**src/design/orbw_pkg.sv**
```systemverilog
// Package for the overwrite ring buffer core: field widths, opcodes, the command
// and status structs between the controller and the datapath, and the result struct.
// Depends on nothing.
`default_nettype none

package orbw_pkg;

  localparam int unsigned DATA_W       = 16;
  localparam int unsigned CNT_W        = 7;
  localparam int unsigned OP_W         = 2;
  localparam int unsigned CAPACITY_DEF = 64;

  localparam logic [OP_W-1:0] OP_PUSH  = 2'd0;
  localparam logic [OP_W-1:0] OP_READ  = 2'd1;
  localparam logic [OP_W-1:0] OP_CLEAR = 2'd2;
  localparam logic [OP_W-1:0] OP_QUERY = 2'd3;

  typedef struct packed {
    logic do_push;
    logic do_clear;
    logic do_status;
    logic rd_start;
    logic rd_emit;
  } cmd_t;

  typedef struct packed {
    logic out_valid;
    logic n_zero;
    logic last_sample;
  } status_t;

  typedef struct packed {
    logic                     has_sample;
    logic signed [DATA_W-1:0] out_x1;
    logic signed [DATA_W-1:0] out_x2;
    logic signed [DATA_W-1:0] out_sum;
    logic [CNT_W-1:0]         copied_total;
    logic [CNT_W-1:0]         fill_level;
    logic                     last;
  } result_t;

endpackage

`default_nettype wire

```
**src/design/orbw_if.sv**
```systemverilog
// Channel interfaces of the ring buffer core: the command channel and the
// result channel, each with valid, ready and payload. Depends on orbw_pkg.
`default_nettype none

interface orbw_in_if;
  logic                                      valid;
  logic                                      ready;
  logic [orbw_pkg::OP_W-1:0]                 opcode;
  logic signed [orbw_pkg::DATA_W-1:0]        in_x1;
  logic signed [orbw_pkg::DATA_W-1:0]        in_x2;
  logic signed [orbw_pkg::DATA_W-1:0]        in_sum;
  logic [orbw_pkg::CNT_W-1:0]                want_count;

  modport source (output valid, opcode, in_x1, in_x2, in_sum, want_count, input ready);
  modport sink (input valid, opcode, in_x1, in_x2, in_sum, want_count, output ready);
endinterface

interface orbw_out_if;
  logic                                      valid;
  logic                                      ready;
  logic                                      has_sample;
  logic signed [orbw_pkg::DATA_W-1:0]        out_x1;
  logic signed [orbw_pkg::DATA_W-1:0]        out_x2;
  logic signed [orbw_pkg::DATA_W-1:0]        out_sum;
  logic [orbw_pkg::CNT_W-1:0]                copied_total;
  logic [orbw_pkg::CNT_W-1:0]                fill_level;
  logic                                      last;

  modport source (output valid, has_sample, out_x1, out_x2, out_sum, copied_total,
                  fill_level, last, input ready);
  modport sink (input valid, has_sample, out_x1, out_x2, out_sum, copied_total,
                fill_level, last, output ready);
endinterface

`default_nettype wire

```
**src/design/orbw_ctrl.sv**
```systemverilog
// Controller of the ring buffer core: decodes each command transaction and
// sequences the emission of a read window. Depends on orbw_pkg.
`default_nettype none

module orbw_ctrl (
  input  wire logic                      clk_i,
  input  wire logic                      rst_ni,
  input  wire logic                      in_valid_i,
  output logic                           in_ready_o,
  input  wire logic [orbw_pkg::OP_W-1:0] opcode_i,
  input  wire logic                      out_ready_i,
  input  wire orbw_pkg::status_t         status_i,
  output orbw_pkg::cmd_t                 cmd_o
);

  localparam logic S_IDLE = 1'b0;
  localparam logic S_READ = 1'b1;

  logic state_q, state_d;
  logic out_free;
  logic accept;

  assign out_free   = !status_i.out_valid || out_ready_i;
  assign in_ready_o = (state_q == S_IDLE) && out_free;
  assign accept     = in_valid_i && in_ready_o;

  always_comb begin
    cmd_o   = '0;
    state_d = state_q;
    case (state_q)
      S_IDLE: begin
        if (accept) begin
          case (opcode_i)
            orbw_pkg::OP_PUSH: begin
              cmd_o.do_push   = 1'b1;
              cmd_o.do_status = 1'b1;
            end
            orbw_pkg::OP_CLEAR: begin
              cmd_o.do_clear  = 1'b1;
              cmd_o.do_status = 1'b1;
            end
            orbw_pkg::OP_READ: begin
              if (status_i.n_zero) begin
                cmd_o.do_status = 1'b1;
              end else begin
                cmd_o.rd_start = 1'b1;
                state_d        = S_READ;
              end
            end
            default: begin
              cmd_o.do_status = 1'b1;
            end
          endcase
        end
      end
      S_READ: begin
        if (out_free) begin
          cmd_o.rd_emit = 1'b1;
          if (status_i.last_sample) begin
            state_d = S_IDLE;
          end
        end
      end
      default: begin
        state_d = S_IDLE;
      end
    endcase
  end

  always_ff @(posedge clk_i or negedge rst_ni) begin
    if (!rst_ni) begin
      state_q <= S_IDLE;
    end else begin
      state_q <= state_d;
    end
  end

endmodule

`default_nettype wire

```
**src/design/orbw_dp.sv**
```systemverilog
// Datapath of the ring buffer core: sample memory, write position, fill
// count, read address walk and the result register. Depends on orbw_pkg.
`default_nettype none

module orbw_dp #(
  parameter int unsigned CAPACITY = orbw_pkg::CAPACITY_DEF
) (
  input  wire logic                               clk_i,
  input  wire logic                               rst_ni,
  input  wire orbw_pkg::cmd_t                     cmd_i,
  input  wire logic signed [orbw_pkg::DATA_W-1:0] in_x1_i,
  input  wire logic signed [orbw_pkg::DATA_W-1:0] in_x2_i,
  input  wire logic signed [orbw_pkg::DATA_W-1:0] in_sum_i,
  input  wire logic [orbw_pkg::CNT_W-1:0]         want_count_i,
  input  wire logic                               out_ready_i,
  output orbw_pkg::status_t                       status_o,
  output logic                                    out_valid_o,
  output orbw_pkg::result_t                       result_o
);

  localparam int unsigned AW     = (CAPACITY > 1) ? $clog2(CAPACITY) : 1;
  localparam int unsigned CW     = orbw_pkg::CNT_W;
  localparam int unsigned DW     = orbw_pkg::DATA_W;
  localparam int unsigned SW     = 3 * DW;
  localparam logic [CW-1:0] CAP_C  = CW'(CAPACITY);
  localparam logic [AW-1:0] LAST_A = AW'(CAPACITY - 1);

  logic [SW-1:0]     mem [CAPACITY];
  logic [AW-1:0]     wp_q;
  logic [CW-1:0]     fill_q, fill_d;
  logic [SW-1:0]     rd_data_q;
  logic [AW-1:0]     rd_addr_q;
  logic [CW-1:0]     remain_q;
  logic [CW-1:0]     total_q;
  logic              out_valid_q;
  orbw_pkg::result_t result_q;

  logic [CW-1:0]     n_win;
  logic [CW:0]       wp_ext;
  logic [CW:0]       start_ext;
  logic [AW-1:0]     start_a;
  logic              rd_en;
  logic [AW-1:0]     rd_addr;
  logic              last_sample;

  function automatic logic [AW-1:0] inc_addr(input logic [AW-1:0] a);
    inc_addr = (a == LAST_A) ? '0 : a + AW'(1);
  endfunction

  assign n_win     = (want_count_i < fill_q) ? want_count_i : fill_q;
  assign wp_ext    = (CW + 1)'(wp_q);
  assign start_ext = (wp_ext >= {1'b0, n_win}) ? wp_ext - {1'b0, n_win}
                                               : wp_ext + {1'b0, CAP_C} - {1'b0, n_win};
  assign start_a   = start_ext[AW-1:0];

  assign last_sample = (remain_q == CW'(1));
  assign rd_en       = cmd_i.rd_start || (cmd_i.rd_emit && !last_sample);
  assign rd_addr     = cmd_i.rd_start ? start_a : rd_addr_q;

  always_comb begin
    fill_d = fill_q;
    if (cmd_i.do_clear) begin
      fill_d = '0;
    end else if (cmd_i.do_push && (fill_q != CAP_C)) begin
      fill_d = fill_q + CW'(1);
    end
  end

  always_ff @(posedge clk_i) begin
    if (cmd_i.do_push) begin
      mem[wp_q] <= {in_x1_i, in_x2_i, in_sum_i};
    end
    if (rd_en) begin
      rd_data_q <= mem[rd_addr];
    end
  end

  always_ff @(posedge clk_i or negedge rst_ni) begin
    if (!rst_ni) begin
      wp_q        <= '0;
      fill_q      <= '0;
      remain_q    <= '0;
      out_valid_q <= 1'b0;
    end else begin
      fill_q <= fill_d;
      if (cmd_i.do_clear) begin
        wp_q <= '0;
      end else if (cmd_i.do_push) begin
        wp_q <= inc_addr(wp_q);
      end
      if (cmd_i.rd_start) begin
        remain_q <= n_win;
      end else if (cmd_i.rd_emit) begin
        remain_q <= remain_q - CW'(1);
      end
      if (cmd_i.do_status || cmd_i.rd_emit) begin
        out_valid_q <= 1'b1;
      end else if (out_ready_i) begin
        out_valid_q <= 1'b0;
      end
    end
  end

  always_ff @(posedge clk_i) begin
    if (cmd_i.rd_start) begin
      total_q <= n_win;
    end
    if (rd_en) begin
      rd_addr_q <= inc_addr(rd_addr);
    end
    if (cmd_i.do_status) begin
      result_q.has_sample   <= 1'b0;
      result_q.out_x1       <= '0;
      result_q.out_x2       <= '0;
      result_q.out_sum      <= '0;
      result_q.copied_total <= '0;
      result_q.fill_level   <= fill_d;
      result_q.last         <= 1'b1;
    end else if (cmd_i.rd_emit) begin
      result_q.has_sample   <= 1'b1;
      result_q.out_x1       <= rd_data_q[SW-1:2*DW];
      result_q.out_x2       <= rd_data_q[2*DW-1:DW];
      result_q.out_sum      <= rd_data_q[DW-1:0];
      result_q.copied_total <= total_q;
      result_q.fill_level   <= fill_q;
      result_q.last         <= last_sample;
    end
  end

  assign status_o.out_valid   = out_valid_q;
  assign status_o.n_zero      = (n_win == '0);
  assign status_o.last_sample = last_sample;
  assign out_valid_o          = out_valid_q;
  assign result_o             = result_q;

endmodule

`default_nettype wire

```
**src/design/overwrite_ring_buffer_latest_window_core.sv**
```systemverilog
// Top level of the overwrite ring buffer core: joins the controller and the
// datapath to the command and result channels. Depends on orbw_pkg, orbw_if,
// orbw_ctrl and orbw_dp.
`default_nettype none

// The core keeps the newest CAPACITY three-channel samples and overwrites the
// oldest one once full. Push, clear and query each give one result transaction
// carrying the fill level after the operation. A read of n gives min(n, fill)
// sample transactions, oldest first, with last on the final one, or a single
// empty transaction when nothing is copied. A read first fetches the oldest
// sample from the registered memory port and then hands out one sample per
// cycle while the result side takes them; no new command is taken until the
// window has been handed out.
module overwrite_ring_buffer_latest_window_core #(
  parameter int unsigned CAPACITY = orbw_pkg::CAPACITY_DEF
) (
  input wire logic clk_i,
  input wire logic rst_ni,
  orbw_in_if.sink  in_ch,
  orbw_out_if.source out_ch
);

  orbw_pkg::cmd_t    cmd;
  orbw_pkg::status_t status;
  orbw_pkg::result_t result;
  logic              out_valid;

  orbw_ctrl u_ctrl (
    .clk_i       (clk_i),
    .rst_ni      (rst_ni),
    .in_valid_i  (in_ch.valid),
    .in_ready_o  (in_ch.ready),
    .opcode_i    (in_ch.opcode),
    .out_ready_i (out_ch.ready),
    .status_i    (status),
    .cmd_o       (cmd)
  );

  orbw_dp #(
    .CAPACITY (CAPACITY)
  ) u_dp (
    .clk_i        (clk_i),
    .rst_ni       (rst_ni),
    .cmd_i        (cmd),
    .in_x1_i      (in_ch.in_x1),
    .in_x2_i      (in_ch.in_x2),
    .in_sum_i     (in_ch.in_sum),
    .want_count_i (in_ch.want_count),
    .out_ready_i  (out_ch.ready),
    .status_o     (status),
    .out_valid_o  (out_valid),
    .result_o     (result)
  );

  assign out_ch.valid        = out_valid;
  assign out_ch.has_sample   = result.has_sample;
  assign out_ch.out_x1       = result.out_x1;
  assign out_ch.out_x2       = result.out_x2;
  assign out_ch.out_sum      = result.out_sum;
  assign out_ch.copied_total = result.copied_total;
  assign out_ch.fill_level   = result.fill_level;
  assign out_ch.last         = result.last;

endmodule

`default_nettype wire

```
**src/flat_wrapper.sv**
```systemverilog
// flat-port wrapper written by rule: the top's interface ports become plain ports
module overwrite_ring_buffer_latest_window_core_flat 
#(
  parameter int unsigned CAPACITY = orbw_pkg::CAPACITY_DEF
)
  (clk_i, rst_ni, in_ch_valid, in_ch_opcode, in_ch_in_x1, in_ch_in_x2, in_ch_in_sum, in_ch_want_count, in_ch_ready, out_ch_valid, out_ch_has_sample, out_ch_out_x1, out_ch_out_x2, out_ch_out_sum, out_ch_copied_total, out_ch_fill_level, out_ch_last, out_ch_ready);
  orbw_in_if in_ch_i ();
  orbw_out_if out_ch_i ();
  input wire logic clk_i;
  input wire logic rst_ni;
  input wire logic [$bits(in_ch_i.valid)-1:0] in_ch_valid;
  input wire logic [$bits(in_ch_i.opcode)-1:0] in_ch_opcode;
  input wire logic [$bits(in_ch_i.in_x1)-1:0] in_ch_in_x1;
  input wire logic [$bits(in_ch_i.in_x2)-1:0] in_ch_in_x2;
  input wire logic [$bits(in_ch_i.in_sum)-1:0] in_ch_in_sum;
  input wire logic [$bits(in_ch_i.want_count)-1:0] in_ch_want_count;
  output wire logic [$bits(in_ch_i.ready)-1:0] in_ch_ready;
  output wire logic [$bits(out_ch_i.valid)-1:0] out_ch_valid;
  output wire logic [$bits(out_ch_i.has_sample)-1:0] out_ch_has_sample;
  output wire logic [$bits(out_ch_i.out_x1)-1:0] out_ch_out_x1;
  output wire logic [$bits(out_ch_i.out_x2)-1:0] out_ch_out_x2;
  output wire logic [$bits(out_ch_i.out_sum)-1:0] out_ch_out_sum;
  output wire logic [$bits(out_ch_i.copied_total)-1:0] out_ch_copied_total;
  output wire logic [$bits(out_ch_i.fill_level)-1:0] out_ch_fill_level;
  output wire logic [$bits(out_ch_i.last)-1:0] out_ch_last;
  input wire logic [$bits(out_ch_i.ready)-1:0] out_ch_ready;
  assign in_ch_i.valid = in_ch_valid;
  assign in_ch_i.opcode = in_ch_opcode;
  assign in_ch_i.in_x1 = in_ch_in_x1;
  assign in_ch_i.in_x2 = in_ch_in_x2;
  assign in_ch_i.in_sum = in_ch_in_sum;
  assign in_ch_i.want_count = in_ch_want_count;
  assign in_ch_ready = in_ch_i.ready;
  assign out_ch_valid = out_ch_i.valid;
  assign out_ch_has_sample = out_ch_i.has_sample;
  assign out_ch_out_x1 = out_ch_i.out_x1;
  assign out_ch_out_x2 = out_ch_i.out_x2;
  assign out_ch_out_sum = out_ch_i.out_sum;
  assign out_ch_copied_total = out_ch_i.copied_total;
  assign out_ch_fill_level = out_ch_i.fill_level;
  assign out_ch_last = out_ch_i.last;
  assign out_ch_i.ready = out_ch_ready;
  overwrite_ring_buffer_latest_window_core #(.CAPACITY(CAPACITY)) u_core (.clk_i(clk_i), .rst_ni(rst_ni), .in_ch(in_ch_i), .out_ch(out_ch_i));
endmodule
```
**config.mk**
```make
export PLATFORM = sky130hd
export DESIGN_NAME = overwrite_ring_buffer_latest_window_core_flat
export DESIGN_NICKNAME = d
export VERILOG_FILES = /design/src/design/orbw_pkg.sv /design/src/design/orbw_if.sv /design/src/design/orbw_ctrl.sv /design/src/design/orbw_dp.sv /design/src/design/overwrite_ring_buffer_latest_window_core.sv /design/src/flat_wrapper.sv
export SDC_FILE = /design/constraint.sdc
export NUM_CORES = 2
export LEC_CHECK = 0
export BUFFER_PORTS_ARGS = -buffer_cell sky130_fd_sc_hd__buf_4
export CORE_ASPECT_RATIO = 1.5
export CORE_MARGIN = 2
export CORE_UTILIZATION = 50
export CTS_CLUSTER_SIZE = 14
export DETAILED_ROUTE_END_ITERATION = 16
export GPL_ROUTABILITY_DRIVEN = 1
export HOLD_SLACK_MARGIN = 0.06
export PLACE_DENSITY = 0.68
export SYNTH_ARGS = -nofsm -noshare
export SYNTH_HDL_FRONTEND = slang
export SYNTH_SLANG_ARGS = --single-unit
```
**constraint.sdc**
```tcl
create_clock -name clk_i -period 4.96 [get_ports clk_i]
set_input_delay 0.248 -clock clk_i [delete_from_list [all_inputs] [get_ports clk_i]]
set_output_delay 0.248 -clock clk_i [all_outputs]
set_load 0.02 [all_outputs]
```
[Yosys cells after proc, flatten, opt, wreduce, memory -nomap -nowiden]
Memories as Yosys holds them, arrays and structs flattened. A register that Yosys moved wholly into a read port is not among the register bits.
Index checks and enable logic that the tools add are counted.
Word-level totals
  flip-flop bits (word level): 99
  RAM bits: 3072
  input port bits: 61
  output and inout bits: 66
  logic and storage cells: 76
  memories kept: 1
Memory list
  u_core.u_dp.mem: words 64, width 48, rd ports 1, clocked after memory_dff 1, write ports 1, line orbw_dp.sv:28  | logic [SW-1:0] mem [CAPACITY];
Cells by class
  add/subtract/negate cells: 7
  $lt $le $gt $ge: 2
  equality and inequality tests: 6
  mux-type cells: 30
  bitwise gates (word level): 1
  reduce and logical (&&, ||, !) cells: 15
Operators by type and width (number)
  2-to-1 mux 7 bit: 5
  2-to-1 mux 6 bit: 5
  adder 6 x 1 -> 6 bit, second input constant: 3
  2-to-1 mux 8 bit: 2
  2-to-1 mux 1 bit: 15
  == test 6 bit, second input constant: 2
  subtractor 6 bit: 2
  2-to-1 mux 4 bit: 2
  nonzero test 2 bit: 4
  adder 7 x 1 -> 7 bit, second input constant: 1
  == test 7 x 1 -> 1 bit, second input constant: 1
  greater-or-equal comparator 6 x 7 -> 1 bit: 1
  logical NOT 7 bit: 1
  less-than comparator 7 bit: 1
  != test 7 bit, second input constant: 1
  subtractor 7 x 1 -> 7 bit, second input constant: 1
  logical AND 1 bit: 4
  logical OR 1 bit: 3
  == test 2 x 1 -> 1 bit, second input constant: 1
  == test 2 bit, second input constant: 1
  logical NOT 1 bit: 2
  logical NOT 2 bit: 1
  one-hot mux 1 bit (2 select lines): 1
  inverter 1 bit: 1

[Logic depth before layout (Yosys ltp)]
  word-level depth: 11
  mapped depth: 24
  gate-level depth less buffers: 19

[Cells and area by module]
Synthesis repeated with hierarchy kept, for this count alone.
Unflattened totals
  cells, all modules: 9322
  area, all modules: 127288.3 um^2
Modules (own cells, without submodules)
  orbw_dp: times used 1, cells each 9310, area an instance 127187.0 um^2, sequential area each 95957.0 um^2
  orbw_ctrl: times used 1, cells each 12, area an instance 101.3 um^2, sequential area each 25.0 um^2

[Worst setup path after synthesis]
No wires, ideal clock.
  path type: reg-to-reg
  from: reg u_core.u_dp.out_valid_q (netlist: u_core.u_dp.out_valid_o)
  to: reg u_core.u_dp.rd_addr_q[0], enable pin
  setup time: 0.540 ns
  arrival: 4.739 ns
  data required time: 4.420 ns
  setup slack: -0.320 ns
  cell stages (with the launch flop): 5
  path buffers: 1
  period minus slack after synthesis: 5.280 ns
  cells stage by stage: dfrtp_1 > nand2b_1 > nand2_1 > clkbuf_1 > o21ai_0
On the way
  word-level cells in the longest chain between the ends: 7
  elaborated cells between the ends (all ways): 10
  classes of those cells: mux: 4; reduce/logical: 6
Ends and longest elaborated chain
  from (decl): line orbw_dp.sv:35  | logic out_valid_q;
  from (signal assigned): line orbw_dp.sv:83  | out_valid_q <= 1'b0;
  from (signal assigned): line orbw_dp.sv:97  | out_valid_q <= 1'b1;
  from (signal assigned): line orbw_dp.sv:99  | out_valid_q <= 1'b0;
  logical NOT 1 bit (*): line orbw_ctrl.sv:23  | assign out_free = !status_i.out_valid || out_ready_i;
  logical OR 1 bit (*): line orbw_ctrl.sv:23
  logical AND 1 bit: line orbw_ctrl.sv:24  | assign in_ready_o = (state_q == S_IDLE) && out_free;
  logical AND 1 bit: line orbw_ctrl.sv:25  | assign accept = in_valid_i && in_ready_o;
  2-to-1 mux 4 bit: line orbw_ctrl.sv:32  | if (accept) begin
  2-to-1 mux 4 bit: line orbw_ctrl.sv:30  | case (state_q)
  logical OR 1 bit (*): line orbw_dp.sv:57  | assign rd_en = cmd_i.rd_start || (cmd_i.rd_emit && !last_sample);
  net u_core.u_dp.rd_en: line orbw_dp.sv:42  | logic rd_en;
  to (signal assigned): line orbw_dp.sv:109  | rd_addr_q <= inc_addr(rd_addr);
  to (decl): line orbw_dp.sv:32  | logic [AW-1:0] rd_addr_q;
Mark *: on every way through the listed nets, which the timed path passes. The rest lies on a longest branch.
A chain may end at the register's enable or synchronous reset.

[Final worst setup path]
  from: reg u_core.u_dp.fill_q[4]
  to: reg u_core.u_dp.rd_data_q[34], read port of u_core.u_dp.mem (data pin)
On the way
  word-level cells in the longest chain between the ends: 8
  elaborated cells between the ends (all ways): 13
  classes of those cells: add/sub: 2; order compare: 2; mux: 7; reduce/logical: 2
Ends and longest elaborated chain
  from (decl): line orbw_dp.sv:30  | logic [CW-1:0] fill_q, fill_d;
  from (signal assigned): line orbw_dp.sv:85  | fill_q <= fill_d;
  less-than comparator 7 bit (*): line orbw_dp.sv:50  | assign n_win = (want_count_i < fill_q) ? want_count_i : fill_q;
  2-to-1 mux 7 bit (*): line orbw_dp.sv:50
  net u_core.u_dp.n_win[0]: line orbw_dp.sv:38  | logic [CW-1:0] n_win;
  logical NOT 7 bit: line orbw_dp.sv:131  | assign status_o.n_zero = (n_win == '0);
  2-to-1 mux 1 bit: line orbw_ctrl.sv:43  | if (status_i.n_zero) begin
  2-to-1 mux 1 bit: line orbw_ctrl.sv:33  | case (opcode_i)
  2-to-1 mux 4 bit: line orbw_ctrl.sv:32
  2-to-1 mux 4 bit: line orbw_ctrl.sv:30
  2-to-1 mux 6 bit / logical OR 1 bit (equally long branches): line orbw_dp.sv:58, orbw_dp.sv:57
  to (decl): line orbw_dp.sv:31  | logic [SW-1:0] rd_data_q;
Marks and branches as above.

==> metrics.txt <==
# rows=between 200 and 250; count leader, synth=edfxtp_1; most used cell, CP=buf_4; Starting Density=50.2%; Setup crit end kind=register; library cells used by synthesis=72; Compound-Gate Fraction of Synth Area=about 8.6%; Mapped Area=126000 um2; final hold violations=0; Final ANT Viol Nets=0; final instance area=around 150000 um2; PortBufs=roughly 130; synthesis-to-finish area growth=15.2%; CTS max path bufs=4; Die Y=620 um; hold crit path type=input port to register; setup violators final=0; dpl cell area=roughly 140000 um2; Worst R2R Start=u_core.u_dp.fill_q[4]$_DFF_PN0_; Req. time, crit path=roughly 5.7 ns; Die ar.=257000 um2; first-pass GRT wire length=about 570000 um; Via-to-Cell Ratio=approximately 6.5; multi-input logic area=about 28000 um2; total track usage=between 30 and 40%; Die X=a little over 400 um; MaxCap Viol Count=0; fin cells=approximately 13000; Post-Route WL=407000 um; total gr overflow=0; Register Area=96000 um2; Synth warnings=0; WP data arrival=about 5.5 ns; adder and majority cell fraction of the synthesized area=less than 1%; Detail Placement HPWL=around 220000 um; GRT met2 Usage=50.3%; final layout net count=a little over 9000; via count=between 80000 and 90000; Slew headroom=approximately a fifth; clk_skew=around 0.033 ns; Post-Syn Instances=roughly 8500; status=complete, no violations; Setup crit start kind=register; Simple-Gate Fraction of Synth Area=7.73%; Synth Area in XOR/XNOR=less than 1%; DRT Pass-1 Iters=12; period utilization=between 90% and 100%; core footprint=around 250000 um2; Most Crowded Layer GR=met2; ys async rst share=less than 1%; maximum VDD drop=roughly 360 uV; clock root buffer=clkbuf_16; Final Max Tran Viols=0; ys flop type=edfxtp_1; met3 GRT Util=roughly 5.9%; H-tree levels=5; synthesized net count=around 8600; Post-synth EDFFs=between 3000 and 4000; clk_lat worst skew=0.87 ns; crit path from=u_core.u_dp.fill_q[4]$_DFF_PN0_; vias in the first global route=78800; Synth top area share=74.6%; TritonCTS Sinks=between 3000 and 4000; number of cells after detailed placement=11900; Worst path max stage delay=0.53 ns; Crit Path Max Fanout=13; Critical Path Slowest Stage Cell=a32oi_1; top post-synthesis cells by count=3140 x edfxtp_1, 1640 x nand2_1, 638 x mux2i_1, 595 x a21oi_1, 258 x buf_2; Boundary Pins=around 130; total CTS buffers=between 200 and 300; static leakage=approximately 50 nW; Iteration-0 DRC Markers=roughly 13000; DR WL/cell=about 33 um; CTS clk-pin slew, worst paths=around 0.060 ns; Worst Path Class, Setup=register to register; Worst Max-Slew Pin Slew=1.20 ns; Synth area leader=edfxtp_1; DRC violations left=0; RD Place Congestion=slightly below 0.9; initial antenna violation count=15; CTS tree=yes; share of layout cells above drive strength 1=13.5%; multiplexer share of the synthesized area=a little over 5%; crit path time final=4.81 ns; share of the yosys chip area belonging to registers=between 70% and 80%; register bit count reported by yosys=approximately 3200; layout filler cell count=roughly 19000; largest net degree at the start of global routing=80; critical-path cell list=inv_1 -> ha_1 -> a21oi_2 -> o21ai_2 -> a21oi_2 -> buf_4 -> o21ai_2 -> ha_1 -> inv_1 -> fa_2 -> xnor2_1 -> buf_4 -> and3_1 -> or4b_4 -> and2_4 -> buf_4 -> buf_12 -> buf_4 -> o221ai_1 -> o21ai_1 -> a32oi_1 -> o21ai_1 -> o21ai_1; main combinational cell family by area after synthesis=compound AO/OA/AOI/OAI gates; Synth area leaders=edfxtp_1 75%, mux2i_1 5.1%, nand2_1 4.9%; Mean Syn Cell Area=between 10 and 15 um2; hold wc startpoint=in_ch_want_count[2]; PD cells=~560 nW/um2; met1 usage=between 30% and 40%; FMAX=around 210 MHz
power by group:
group,leakage [nW],total [mW],switching [mW],internal [mW]
clock,4.29,21.6,9.71,11.9
combinational,16.6,29.0,18.3,10.7
sequential,29.0,31.4,0.742,30.7
stage by stage:
stage	setup TNS [ns]	utilization [%]	worst slack (ns)	hold WS (ns)	total power [mW]
floorplan	0	-	0.125	-0.0476	47.6
global placement	-4.09	53.9	-0.326	0.164	59.6
detailed placement	-4.66	53.9	-0.363	0.167	60.0
CTS	0	57.7	0.0316	0.112	81.6
global route	-0.0163	57.8	-0.0163	0.187	84.6
finish	0	57.8	0.150	0.166	82.1
cells by family (layout without fill, tap and decap cells):
group                    after synthesis  count (layout)
adder cells (fa/ha/maj)               15              15
AND/OR/NAND/NOR                     2306            2306
other                                  0              11
buffers and inverters                616            1304
multiplexers                         640             640
flip-flops                          3219            3219
AO/OA/AOI/OAI                       1684            1685
XOR/XNOR                              14              14
worst max-delay path, delay by kind of cell (launching register included):
kind | cells | cell delay (ns)
flip-flops | 1 | 0.35
XOR/XNOR | 1 | 0.14
adder cells (fa/ha/maj) | 3 | 0.84
AO/OA/AOI/OAI | 9 | 1.47
buffers and inverters | 7 | 0.91
AND/OR/NAND/NOR | 3 | 0.96
cells in the final DEF, fill, tap and decap left out, types with 34 or more instances in the layout:
cell type,n
a211oi_1,140
a21oi_1,586
a221oi_1,34
a311oi_1,142
a31oi_1,94
and3_1,144
buf_12,169
buf_4,573
clkbuf_1,71
clkbuf_16,311
clkinv_1,46
dfxtp_1,57
dlygate4sd3_1,60
edfxtp_1,3140
mux2i_1,638
nand2_1,1638
nand3_1,239
nor2_1,49
nor2_4,67
nor4_1,79
o21ai_0,99
o21ai_1,80
o221ai_1,133
o22ai_1,195
o41ai_1,34
final cells by class:
class | instances | area share [%]
diodes | 11 | 0.0189
clock inverters | 95 | 0.509
flip-flops and latches | 3219 | 65.9
well taps | 3306 | 2.84
inverters | 21 | 0.0722
multi-input cells | 4660 | 19.4
clock buffers | 384 | 5.54
repair buffers | 804 | 5.73
timing repair:
action,CTS,global route
setup buffers,10,4
gates resized for setup,17,24
gates cloned,1,1
hold buffers,61,0
pin swaps,5,7
endpoints found under the setup margin,45,50
endpoints found under the hold margin,3126,0
path summary, 6_finish.rpt:
kind                                                    endpoint  slack, ns  cells past startpoint
max                          u_core.u_dp.rd_data_q[34]$_DFFE_PP_       0.15                     23
min reg2reg                u_core.u_dp.result_o[13]$_SDFFE_PP0P_       0.45                      2
min                          u_core.u_dp.out_valid_o$_DFFE_PN0P_       0.17                      6
max in group asynchronous    u_core.u_dp.remain_q[1]$_DFFE_PN0P_       4.39                      4
min in group asynchronous        u_core.u_dp.fill_q[0]$_DFF_PN0_       0.41                      4
max reg2reg                  u_core.u_dp.rd_data_q[34]$_DFFE_PP_       0.15                     23
registers in the layout, indices dropped and copies added, names as in the netlist, 6 cells and up:
| register | flops |
|---|---|
| u_core.u_dp.mem | 3072 |
| u_core.u_dp.result_o | 64 |
| u_core.u_dp.rd_data_q | 48 |
| u_core.u_dp.fill_q | 7 |
| u_core.u_dp.remain_q | 7 |
| u_core.u_dp.total_q | 7 |
| u_core.u_dp.rd_addr_q | 6 |
| u_core.u_dp.wp_q | 6 |
metal layers:
metal / up-vias / part of all wire (%)
li1: 33800 / -
met1: 40900 / 34
met2: 5826 / 47
met3: 1330 / 12
met4: 6 / 7.0
met5: - / 0.0093
No activity file was read; power rests on OpenSTA's default activity.
